==> src/hdl/cle_pkg.sv <==
// Shared types and constants for the circular list engine.
package cle_pkg;

   localparam int CAPACITY_DEF   = 64;
   localparam int VALUE_BITS_DEF = 32;

   localparam logic [2:0] REQ_INS_HEAD = 3'd0;
   localparam logic [2:0] REQ_INS_TAIL = 3'd1;
   localparam logic [2:0] REQ_INS_POS  = 3'd2;
   localparam logic [2:0] REQ_DEL_HEAD = 3'd3;
   localparam logic [2:0] REQ_DEL_TAIL = 3'd4;
   localparam logic [2:0] REQ_DEL_POS  = 3'd5;
   localparam logic [2:0] REQ_DEL_VAL  = 3'd6;
   localparam logic [2:0] REQ_NONE     = 3'd7;

   localparam logic [2:0] ST_OK       = 3'd0;
   localparam logic [2:0] ST_EMPTY    = 3'd1;
   localparam logic [2:0] ST_BADPOS   = 3'd2;
   localparam logic [2:0] ST_NOTFOUND = 3'd3;
   localparam logic [2:0] ST_FULL     = 3'd4;

   // datapath commands
   typedef enum logic [3:0] {
      CMD_NONE    = 4'd0,
      CMD_LOAD    = 4'd1,  // latch request, cursor <= tail, counter <= 0, read free top
      CMD_RD_NEXT = 4'd2,  // read next of cursor
      CMD_STEP    = 4'd3,  // cursor <= read next, counter++
      CMD_RD_VAL  = 4'd4,  // read value of read-next slot
      CMD_INS_A   = 4'd5,  // alloc slot, write value, next of new <= next of prev
      CMD_INS_B   = 4'd6,  // next of prev <= new slot, update tail/count
      CMD_INS_ONE = 4'd7,  // first node
      CMD_DEL_A   = 4'd8,  // read victim value and successor (victim = read next)
      CMD_DEL_B   = 4'd9,  // relink, free, update tail/count
      CMD_RESP    = 4'd10  // load response register
   } cmd_type;

   typedef struct packed {
      cmd_type    cmd;
      logic       upd_tail;   // INS_B: make new node tail
      logic [2:0] status;
   } ctl_type;

   typedef struct packed {
      logic [2:0] req_type;
      logic [6:0] position;
      logic       empty;
      logic       full;
      logic       walk_done;    // walk counter reached its target
      logic       val_match;
      logic       prev_is_tail;
      logic       ins_pos_bad;  // position outside 1 to count+1
      logic       del_pos_bad;  // position outside 1 to count
      logic       walk_last;    // value search at its last node
   } sts_type;

endpackage

==> src/hdl/cle_datapath.sv <==
// Node memories, free stack, pointers and response register.
module cle_datapath #(
   parameter int CAPACITY   = cle_pkg::CAPACITY_DEF,
   parameter int VALUE_BITS = cle_pkg::VALUE_BITS_DEF
) (
   input  logic                  clock,
   input  logic                  reset,
   input  logic [2:0]            in_type,
   input  logic [6:0]            in_pos,
   input  logic [31:0]           in_value,
   input  cle_pkg::ctl_type      ctl,
   output cle_pkg::sts_type      sts,
   output logic                  ready,
   output logic [2:0]            out_status,
   output logic [31:0]           out_removed,
   output logic [6:0]            out_count
);
   localparam int SW = (CAPACITY > 1) ? $clog2(CAPACITY) : 1;
   localparam int CW = $clog2(CAPACITY + 1);
   localparam int PW = ((CW > 7) ? CW : 7) + 1;

   logic [VALUE_BITS-1:0] val_mem [CAPACITY];
   logic [SW-1:0]         nxt_mem [CAPACITY];
   logic [SW-1:0]         free_mem [CAPACITY];

   logic [2:0]  type_ff;
   logic [6:0]  pos_ff;
   logic [VALUE_BITS-1:0] key_ff;
   logic [SW-1:0] tail_ff, tail_in;
   logic [CW-1:0] count_ff, count_in;
   logic [CW-1:0] ftop_ff, ftop_in;
   logic [CW-1:0] init_ff;
   logic [SW-1:0] cur_ff, succ_ff, nxt_rd_ff, new_ff;
   logic [SW-1:0] free_rd_ff;
   logic [VALUE_BITS-1:0] val_rd_ff;
   logic [CW-1:0] walk_ff;
   logic [CW-1:0] target;
   logic [VALUE_BITS-1:0] key_in;
   logic [2:0]  rs_status_ff;
   logic [31:0] rs_removed_ff;
   logic [6:0]  rs_count_ff;
   logic [VALUE_BITS-1:0] rem_ff;

   assign key_in = VALUE_BITS'(in_value);
   assign ready  = (init_ff == CW'(CAPACITY));

   always_comb begin
      case (type_ff)
         cle_pkg::REQ_DEL_TAIL: target = count_ff - CW'(1);
         default:               target = CW'(pos_ff) - CW'(1);
      endcase
   end

   assign sts.req_type     = type_ff;
   assign sts.position     = pos_ff;
   assign sts.empty        = (count_ff == '0);
   assign sts.full         = (ftop_ff == '0);
   assign sts.walk_done    = (walk_ff >= target);
   assign sts.val_match    = (val_rd_ff == key_ff);
   assign sts.prev_is_tail = (cur_ff == tail_ff);
   assign sts.ins_pos_bad  = (pos_ff == '0) || (PW'(pos_ff) > PW'(count_ff) + PW'(1));
   assign sts.del_pos_bad  = (pos_ff == '0) || (PW'(pos_ff) > PW'(count_ff));
   assign sts.walk_last    = (walk_ff + CW'(1) >= count_ff);

   always_ff @(posedge clock) begin
      if (reset) begin
         tail_ff  <= '0;
         count_ff <= '0;
         ftop_ff  <= CW'(CAPACITY);
         init_ff  <= '0;
      end else begin
         tail_ff  <= tail_in;
         count_ff <= count_in;
         ftop_ff  <= ftop_in;
         if (init_ff < CW'(CAPACITY))
            init_ff <= init_ff + CW'(1);
      end
   end

   // fill the free stack with all slots in order after reset
   always_ff @(posedge clock) begin
      if (!reset && init_ff < CW'(CAPACITY)) begin
         free_mem[SW'(init_ff)] <= SW'(init_ff);
      end else if (ctl.cmd == cle_pkg::CMD_DEL_B) begin
         free_mem[SW'(ftop_ff)] <= nxt_rd_ff;
      end
      if (ctl.cmd == cle_pkg::CMD_LOAD)
         free_rd_ff <= free_mem[SW'(ftop_ff - CW'(1))];
   end

   always_comb begin
      tail_in  = tail_ff;
      count_in = count_ff;
      ftop_in  = ftop_ff;
      case (ctl.cmd)
         cle_pkg::CMD_INS_ONE: begin
            tail_in  = free_rd_ff;
            count_in = CW'(1);
            ftop_in  = ftop_ff - CW'(1);
         end
         cle_pkg::CMD_INS_A: ftop_in = ftop_ff - CW'(1);
         cle_pkg::CMD_INS_B: begin
            count_in = count_ff + CW'(1);
            if (ctl.upd_tail) tail_in = new_ff;
         end
         cle_pkg::CMD_DEL_B: begin
            count_in = count_ff - CW'(1);
            ftop_in  = ftop_ff + CW'(1);
            if (count_ff == CW'(1)) tail_in = '0;
            else if (nxt_rd_ff == tail_ff) tail_in = cur_ff;
         end
         default: ;
      endcase
   end

   always_ff @(posedge clock) begin
      case (ctl.cmd)
         cle_pkg::CMD_LOAD: begin
            type_ff <= in_type;
            pos_ff  <= in_pos;
            key_ff  <= key_in;
            cur_ff  <= tail_ff;
            walk_ff <= '0;
         end
         cle_pkg::CMD_RD_NEXT: nxt_rd_ff <= nxt_mem[cur_ff];
         cle_pkg::CMD_STEP: begin
            cur_ff  <= nxt_rd_ff;
            walk_ff <= walk_ff + CW'(1);
         end
         cle_pkg::CMD_RD_VAL: val_rd_ff <= val_mem[nxt_rd_ff];
         cle_pkg::CMD_INS_ONE: begin
            val_mem[free_rd_ff] <= key_ff;
            nxt_mem[free_rd_ff] <= free_rd_ff;
         end
         cle_pkg::CMD_INS_A: begin
            new_ff <= free_rd_ff;
            val_mem[free_rd_ff] <= key_ff;
            nxt_mem[free_rd_ff] <= nxt_rd_ff;
         end
         cle_pkg::CMD_INS_B: nxt_mem[cur_ff] <= new_ff;
         cle_pkg::CMD_DEL_A: begin
            rem_ff  <= val_mem[nxt_rd_ff];
            succ_ff <= nxt_mem[nxt_rd_ff];
         end
         cle_pkg::CMD_DEL_B: if (count_ff != CW'(1)) nxt_mem[cur_ff] <= succ_ff;
         default: ;
      endcase
   end

   always_ff @(posedge clock) begin
      if (ctl.cmd == cle_pkg::CMD_RESP) begin
         rs_status_ff  <= ctl.status;
         rs_removed_ff <= (ctl.status == cle_pkg::ST_OK && type_ff >= cle_pkg::REQ_DEL_HEAD
                           && type_ff != cle_pkg::REQ_NONE) ? 32'(rem_ff) : 32'd0;
         rs_count_ff   <= 7'(count_ff);
      end
   end

   assign out_status  = rs_status_ff;
   assign out_removed = rs_removed_ff;
   assign out_count   = rs_count_ff;
endmodule

==> src/hdl/cle_control.sv <==
// Command sequencer for the circular list engine.
module cle_control (
   input  logic             clock,
   input  logic             reset,
   input  logic             req_tvalid,
   output logic             req_tready,
   output logic             rsp_tvalid,
   input  logic             rsp_tready,
   input  logic             dp_ready,
   input  cle_pkg::sts_type sts,
   output cle_pkg::ctl_type ctl
);
   typedef enum logic [10:0] {
      S_IDLE  = 11'b00000000001,
      S_DEC   = 11'b00000000010,
      S_RDN   = 11'b00000000100,
      S_WALK  = 11'b00000001000,
      S_RDV   = 11'b00000010000,
      S_CMP   = 11'b00000100000,
      S_INSA  = 11'b00001000000,
      S_INSB  = 11'b00010000000,
      S_DELA  = 11'b00100000000,
      S_DELB  = 11'b01000000000,
      S_RESP  = 11'b10000000000
   } state_type;

   state_type state_ff, state_in;
   logic [2:0] status_ff, status_in;
   logic       vld_ff, vld_in;
   logic       tl_ff, tl_in;

   assign req_tready = (state_ff == S_IDLE) && dp_ready;
   assign rsp_tvalid = vld_ff;

   always_ff @(posedge clock) begin
      if (reset) begin
         state_ff <= S_IDLE;
         vld_ff   <= 1'b0;
         status_ff <= cle_pkg::ST_OK;
         tl_ff    <= 1'b0;
      end else begin
         state_ff  <= state_in;
         vld_ff    <= vld_in;
         status_ff <= status_in;
         tl_ff     <= tl_in;
      end
   end

   always_comb begin
      state_in  = state_ff;
      status_in = status_ff;
      tl_in     = tl_ff;
      vld_in    = vld_ff && !rsp_tready;
      ctl.cmd   = cle_pkg::CMD_NONE;
      ctl.upd_tail = tl_ff;
      ctl.status = status_ff;
      case (state_ff)
         S_IDLE: if (req_tvalid && req_tready) begin
            ctl.cmd  = cle_pkg::CMD_LOAD;
            status_in = cle_pkg::ST_OK;
            tl_in    = 1'b0;
            state_in = S_DEC;
         end
         S_DEC: begin
            state_in = S_RESP;
            case (sts.req_type)
               cle_pkg::REQ_INS_HEAD, cle_pkg::REQ_INS_TAIL, cle_pkg::REQ_INS_POS: begin
                  if (sts.req_type == cle_pkg::REQ_INS_POS && sts.ins_pos_bad)
                     status_in = cle_pkg::ST_BADPOS;
                  else if (sts.full) status_in = cle_pkg::ST_FULL;
                  else if (sts.empty) ctl.cmd = cle_pkg::CMD_INS_ONE;
                  else begin
                     tl_in = (sts.req_type == cle_pkg::REQ_INS_TAIL);
                     state_in = (sts.req_type == cle_pkg::REQ_INS_POS) ? S_WALK : S_RDN;
                  end
               end
               cle_pkg::REQ_DEL_HEAD, cle_pkg::REQ_DEL_TAIL, cle_pkg::REQ_DEL_POS,
               cle_pkg::REQ_DEL_VAL: begin
                  if (sts.empty) status_in = cle_pkg::ST_EMPTY;
                  else if (sts.req_type == cle_pkg::REQ_DEL_POS && sts.del_pos_bad)
                     status_in = cle_pkg::ST_BADPOS;
                  else if (sts.req_type == cle_pkg::REQ_DEL_HEAD) state_in = S_RDN;
                  else if (sts.req_type == cle_pkg::REQ_DEL_VAL) state_in = S_RDN;
                  else state_in = S_WALK;
               end
               default: ;
            endcase
         end
         // walk: cursor starts at tail; each step moves one node forward
         S_WALK: begin
            if (sts.walk_done) state_in = S_RDN;
            else begin
               ctl.cmd  = cle_pkg::CMD_RD_NEXT;
               state_in = S_CMP;
            end
         end
         S_RDN: begin
            ctl.cmd = cle_pkg::CMD_RD_NEXT;
            if (sts.req_type == cle_pkg::REQ_DEL_VAL) state_in = S_RDV;
            else if (sts.req_type <= cle_pkg::REQ_INS_POS) state_in = S_INSA;
            else state_in = S_DELA;
         end
         S_RDV: begin
            ctl.cmd  = cle_pkg::CMD_RD_VAL;
            state_in = S_CMP;
         end
         S_CMP: begin
            if (sts.req_type == cle_pkg::REQ_DEL_VAL) begin
               if (sts.val_match) state_in = S_DELA;
               else if (sts.walk_last) begin
                  status_in = cle_pkg::ST_NOTFOUND;
                  state_in  = S_RESP;
               end else begin
                  ctl.cmd  = cle_pkg::CMD_STEP;
                  state_in = S_RDN;
               end
            end else begin
               ctl.cmd  = cle_pkg::CMD_STEP;
               state_in = S_WALK;
            end
         end
         S_INSA: begin
            ctl.cmd  = cle_pkg::CMD_INS_A;
            tl_in    = tl_ff || (sts.req_type == cle_pkg::REQ_INS_POS && sts.prev_is_tail
                                 && sts.position != 7'd1);
            state_in = S_INSB;
         end
         S_INSB: begin
            ctl.cmd  = cle_pkg::CMD_INS_B;
            state_in = S_RESP;
         end
         S_DELA: begin
            ctl.cmd  = cle_pkg::CMD_DEL_A;
            state_in = S_DELB;
         end
         S_DELB: begin
            ctl.cmd  = cle_pkg::CMD_DEL_B;
            state_in = S_RESP;
         end
         S_RESP: if (!vld_ff || rsp_tready) begin
            ctl.cmd  = cle_pkg::CMD_RESP;
            vld_in   = 1'b1;
            state_in = S_IDLE;
         end
         default: state_in = S_IDLE;
      endcase
   end
endmodule

==> src/hdl/circular_list_engine_unit.sv <==
// Top level of the circular list engine.
// Requests arrive on req_ (tdata: req_type[2:0], position[9:3], value[41:10]).
// Each accepted request yields exactly one response on rsp_
// (tdata: status[2:0], removed_value[34:3], entry_count[41:35]).
// One request is processed at a time. An error, a no-operation or the first
// insert into an empty list goes from decode straight to the response; head
// and tail inserts and head deletes read the tail's next pointer and then
// insert or delete in two steps. Position inserts, position deletes and tail
// deletes first walk the linked nodes from the tail, one node per step.
// A delete by value reads and compares each node's value in turn. The response
// is valid from the same cycle in which the next request can be accepted.
// After reset the list is empty; the free-slot stack is filled by a sweep of
// all CAPACITY slots during which req_tready stays low.
// The response is held in an output register until rsp_tready. One more
// request is accepted and processed meanwhile; its response waits, and
// req_tready stays low, until the held response is taken.
module circular_list_engine_unit #(
   parameter int CAPACITY   = cle_pkg::CAPACITY_DEF,
   parameter int VALUE_BITS = cle_pkg::VALUE_BITS_DEF
) (
   input  logic        clock,
   input  logic        reset,
   input  logic        req_tvalid,
   output logic        req_tready,
   input  logic [47:0] req_tdata,   // req_type, position, value
   output logic        rsp_tvalid,
   input  logic        rsp_tready,
   output logic [47:0] rsp_tdata    // status, removed_value, entry_count
);
   cle_pkg::ctl_type ctl;
   cle_pkg::sts_type sts;
   logic        dp_rdy;
   logic [2:0]  st;
   logic [31:0] rm;
   logic [6:0]  cnt;

   cle_datapath #(.CAPACITY(CAPACITY), .VALUE_BITS(VALUE_BITS)) u_dp (
      .clock, .reset,
      .in_type(req_tdata[2:0]), .in_pos(req_tdata[9:3]), .in_value(req_tdata[41:10]),
      .ctl, .sts, .ready(dp_rdy), .out_status(st), .out_removed(rm), .out_count(cnt)
   );

   cle_control u_ctl (
      .clock, .reset, .req_tvalid, .req_tready, .rsp_tvalid, .rsp_tready,
      .dp_ready(dp_rdy), .sts, .ctl
   );

   assign rsp_tdata = {6'd0, cnt, rm, st};
endmodule

==> config.mk <==
export PLATFORM = sky130hd
export DESIGN_NAME = circular_list_engine_unit
export DESIGN_NICKNAME = d
export VERILOG_FILES = /design/src/hdl/cle_pkg.sv /design/src/hdl/cle_datapath.sv /design/src/hdl/cle_control.sv /design/src/hdl/circular_list_engine_unit.sv
export SDC_FILE = /design/constraint.sdc
export NUM_CORES = 2
export LEC_CHECK = 0
export BUFFER_PORTS_ARGS = -buffer_cell sky130_fd_sc_hd__buf_2
export CAP_MARGIN = 10
export CORE_MARGIN = 2
export CORE_UTILIZATION = 50
export CTS_CLUSTER_DIAMETER = 60
export CTS_CLUSTER_SIZE = 28
export DETAILED_ROUTE_END_ITERATION = 8
export HOLD_SLACK_MARGIN = 0.03
export PLACE_DENSITY_LB_ADDON = 0.12
export SYNTH_ARGS = -nofsm -noshare
export SYNTH_HDL_FRONTEND = slang
export SYNTH_SLANG_ARGS = --single-unit
==> constraint.sdc <==
create_clock -name clock -period 8.57 [get_ports clock]
set_input_delay 0.857 -clock clock [delete_from_list [all_inputs] [get_ports clock]]
set_output_delay 0.857 -clock clock [all_outputs]
set_load 0.01 [all_outputs]
==> flow_summary.toml <==
[grt]
grt_pass1_vias = 56300
grt_pass1_wl_microns = 423000
grt_max_degree = 127
track_usage_pct = 24.3
antenna_found_initial = 4
gr-total-overflow = 0

[critical_path]
cp.arrival_ps = 6040
crit_family = "simple AND/OR/NAND/NOR gates"
critical_path_class = "flop to flop"
cp-startpoint = "u_dp.count_ff[0]$_SDFFE_PP0P_"
reg2reg_depth = 13
rr_endpoint = "u_dp.val_mem[20][17]$_DFFE_PP_"
worstPathRequired_ps = 9080
reg2reg_setup_slack_ps = 3040
critPathCapture = "u_dp.val_mem[20][17]$_DFFE_PP_"
crit_buf_inv = 2
cp.depth = 13
path_max_fanout = 18
crit_slowest_cell = "nor2_4"
path_cells = "nand3_1 -> nor3_1 -> xnor2_1 -> ha_1 -> a21o_1 -> a21oi_1 -> nand3_1 -> o211ai_1 -> a21o_1 -> buf_4 -> nand3_2 -> nor2_4 -> buf_4"
end_kind = "flop"
slowest_delay_ps = 960
worstSetupStartpointType = "flop"
reg2reg_from = "u_dp.count_ff[0]$_SDFFE_PP0P_"

[run]
maxCapViolCount = 0

[pwr]
leakagePower_uw = 0.0404
power_density_nw_per_um2 = 197
vdd.ir_drop.worst_v = 0.000234

[routing]
initialDrtViolationCount = 6499
routedWlPerCell_microns = 33.7
drt_first_pass_iters = 6
route.detailed.drc = 0
vias = 56100
viasPerCell = 6.36
antenna_left = 0
routed_wl_microns = 297000

[timing]
period_share_pct = 64.5
rsz0062_at_grt = "no"
fin_crit_ps = 5530
slew_headroom_pct = 19.2
whs_ps = 144
finalClockSkew_ps = 41.1
final_max_slew_viol_count = 0
tightest_slew_ps = 1200
finalHoldViolations = 0
layout_setup_ws_ps = 3040
setup_viol = 0
tns_ps = 0
fmax_mhz = 181

[place]
place.gp.congestion = 0.841
place_hpwl_microns = 173000
numPortBuffers = 89
pre_cts_ws_ps = 3070

[die]
initial_core_util_pct = 50.4
num_rows = 180
die-area_sq_um = 247000
io_pins = 102
die_w_microns = 496
dieHeight_microns = 496
coreArea_sq_um = 241000

[clock_network]
clkSlewWorstSetupHoldPaths_ps = 100
numCtsBuffers = 180
cts_sinks = 3044
cts_tree = "built"
postCtsSetupBuffers = 0
clk_root_buffer_cell = "clkbuf_16"
cts.path.max_buffers = 3
clk_latency_ps = 890
cts_resized = 0
hold_buffers = 0
cts_max_level = 4

[synthesis]
netlist_area_sq_um = 121000
synth_edf_count = 3001
ys_seq_area_share_pct = 75.0
postSynthCellCount = 5327
async_flop_share_pct = 0
synth.distinct_cells = 72
ys_warn_count = 0
ys_ff_latch = 3044
synthFlopType = "edfxtp_1"
avgSynthCellArea_sq_um = 22.8

[final_layout]
fillers = 17700
drive_gt1_share_pct = 31.3
multiInputGateArea_sq_um = 29600
seq_area_sq_um = 91000
area_growth_pct = 9.83
final_nets = 5576

[min_path]
min_path_type = "primary input to flop"

[outcome]
status = "finished, final reports clean"
==> state kept, by name (all words and copies together) (netlist names), 7 cells and up <==
register / cells
u_dp.val_mem: 2048
u_dp.free_mem: 384
u_dp.nxt_mem: 384
u_dp.key_ff: 32
u_dp.out_removed: 32
u_dp.rem_ff: 32
u_dp.val_rd_ff: 32
u_ctl.state_ff: 11
u_dp.count_ff: 7
u_dp.ftop_ff: 7
u_dp.init_ff: 7
u_dp.out_count: 7
u_dp.pos_ff: 7
u_dp.walk_ff: 7
==> stage by stage <==
stage	util, %	instance area, sq um	power (uW)	std cells
2_1_floorplan	-	121000	16500	5332
3_3_place_gp	52.5	126000	16500	8482
3_5_place_dp	52.5	126000	16500	8482
4_1_cts	55.3	133000	26500	8819
5_1_grt	55.3	133000	26900	8827
6_report	55.3	133000	26300	8828
==> final cells by class <==
cell class | count | share of cell area [%]
Sequential cell | 3044 | 68.3
Inverter | 21 | 0.0601
Antenna cell | 3 | 0.00564
Clock inverter | 145 | 1.44
Clock buffer | 192 | 3.53
Tap cell | 3185 | 2.99
Multi-Input combinational cell | 1975 | 22.2
Timing Repair Buffer | 263 | 1.47
==> kinds of logic after synthesis <==
kind of cell    synth area share [%]
mux                             19.6
flops                           75.0
xor+xnor                       0.527
other cells                  0.00309
buf+inv                         1.15
fa+ha+maj                      0.402
simple gates                    2.34
compound gates                 0.909
==> power by group <==
| group | leakage, uW | internal (uW) | switching [uW] | total [uW] |
|---|---|---|---|---|
| logic | 0.00976 | 15.2 | 53.3 | 68.5 |
| clock network | 0.00320 | 4570 | 5520 | 10100 |
| registers | 0.0274 | 16100 | 3.49 | 16100 |
| total | 0.0404 | 20700 | 5580 | 26300 |
==> routing by layer <==
metal,track usage [%],wire length (microns)
met5,0,0
met4,5.38,6450
met3,3.78,19300
met2,39.4,147000
met1,35.5,124000
==> cell usage after synthesis, types with 7 or more instances <==
master | number | area, sq um
a211oi_1 | 7 | 52.6
a21o_1 | 7 | 52.6
a21oi_1 | 45 | 225
a22oi_1 | 9 | 67.6
a31oi_1 | 13 | 81.3
and2_1 | 35 | 219
buf_1 | 26 | 97.6
buf_2 | 70 | 350
buf_4 | 30 | 225
clkbuf_1 | 163 | 612
dfxtp_1 | 43 | 861
edfxtp_1 | 3001 | 90100
ha_1 | 39 | 488
inv_1 | 19 | 71.3
mux2_2 | 24 | 270
mux2i_1 | 21 | 210
mux4_2 | 1036 | 23300
nand2_1 | 128 | 480
nand2b_1 | 15 | 93.8
nand3_1 | 35 | 175
nand3b_1 | 12 | 90.1
nand4_1 | 19 | 119
nor2_1 | 257 | 965
nor2b_1 | 21 | 131
nor3_1 | 22 | 110
nor4_1 | 8 | 50.1
o21ai_0 | 50 | 250
o31ai_1 | 7 | 52.6
xnor2_1 | 57 | 499
xor2_1 | 16 | 140
==> placed cells by master (no fill, tap or decap), types with 16 or more instances in the layout <==
cell / count
xnor2_1: 55
nand4_1: 19
clkinv_8: 35
clkbuf_16: 187
nand2_1: 121
inv_6: 23
o21ai_0: 44
mux2i_1: 21
buf_4: 156
a21oi_1: 45
and2_1: 35
nor3_1: 22
inv_1: 17
buf_2: 90
mux4_2: 1036
dfxtp_1: 42
nor2b_1: 20
mux2_2: 24
xor2_1: 16
inv_8: 22
nor2_4: 65
nand3_1: 35
edfxtp_1: 3001
nor2_1: 192
buf_12: 17
ha_1: 38
==> how the worst min path moves through the flow <==
stage,from,endpoint,slack (ps),cells past startpoint
6_report,req_tdata[20],u_dp.key_ff[10]$_DFFE_PP_,140,1
5_1_grt,req_tdata[35],u_dp.key_ff[25]$_DFFE_PP_,90,1
4_1_cts,req_tdata[20],u_dp.key_ff[10]$_DFFE_PP_,70,1
3_5_place_dp,u_ctl.status_ff[1]$_SDFFE_PP0P_,u_dp.out_status[1]$_DFFE_PN_,490,0
3_3_place_gp,u_ctl.status_ff[0]$_SDFFE_PP0P_,u_dp.out_status[0]$_DFFE_PN_,480,0
2_1_floorplan,u_dp.count_ff[2]$_SDFFE_PP0P_,u_dp.out_count[2]$_DFFE_PN_,400,0
Power figures use the tool's default switching activity.
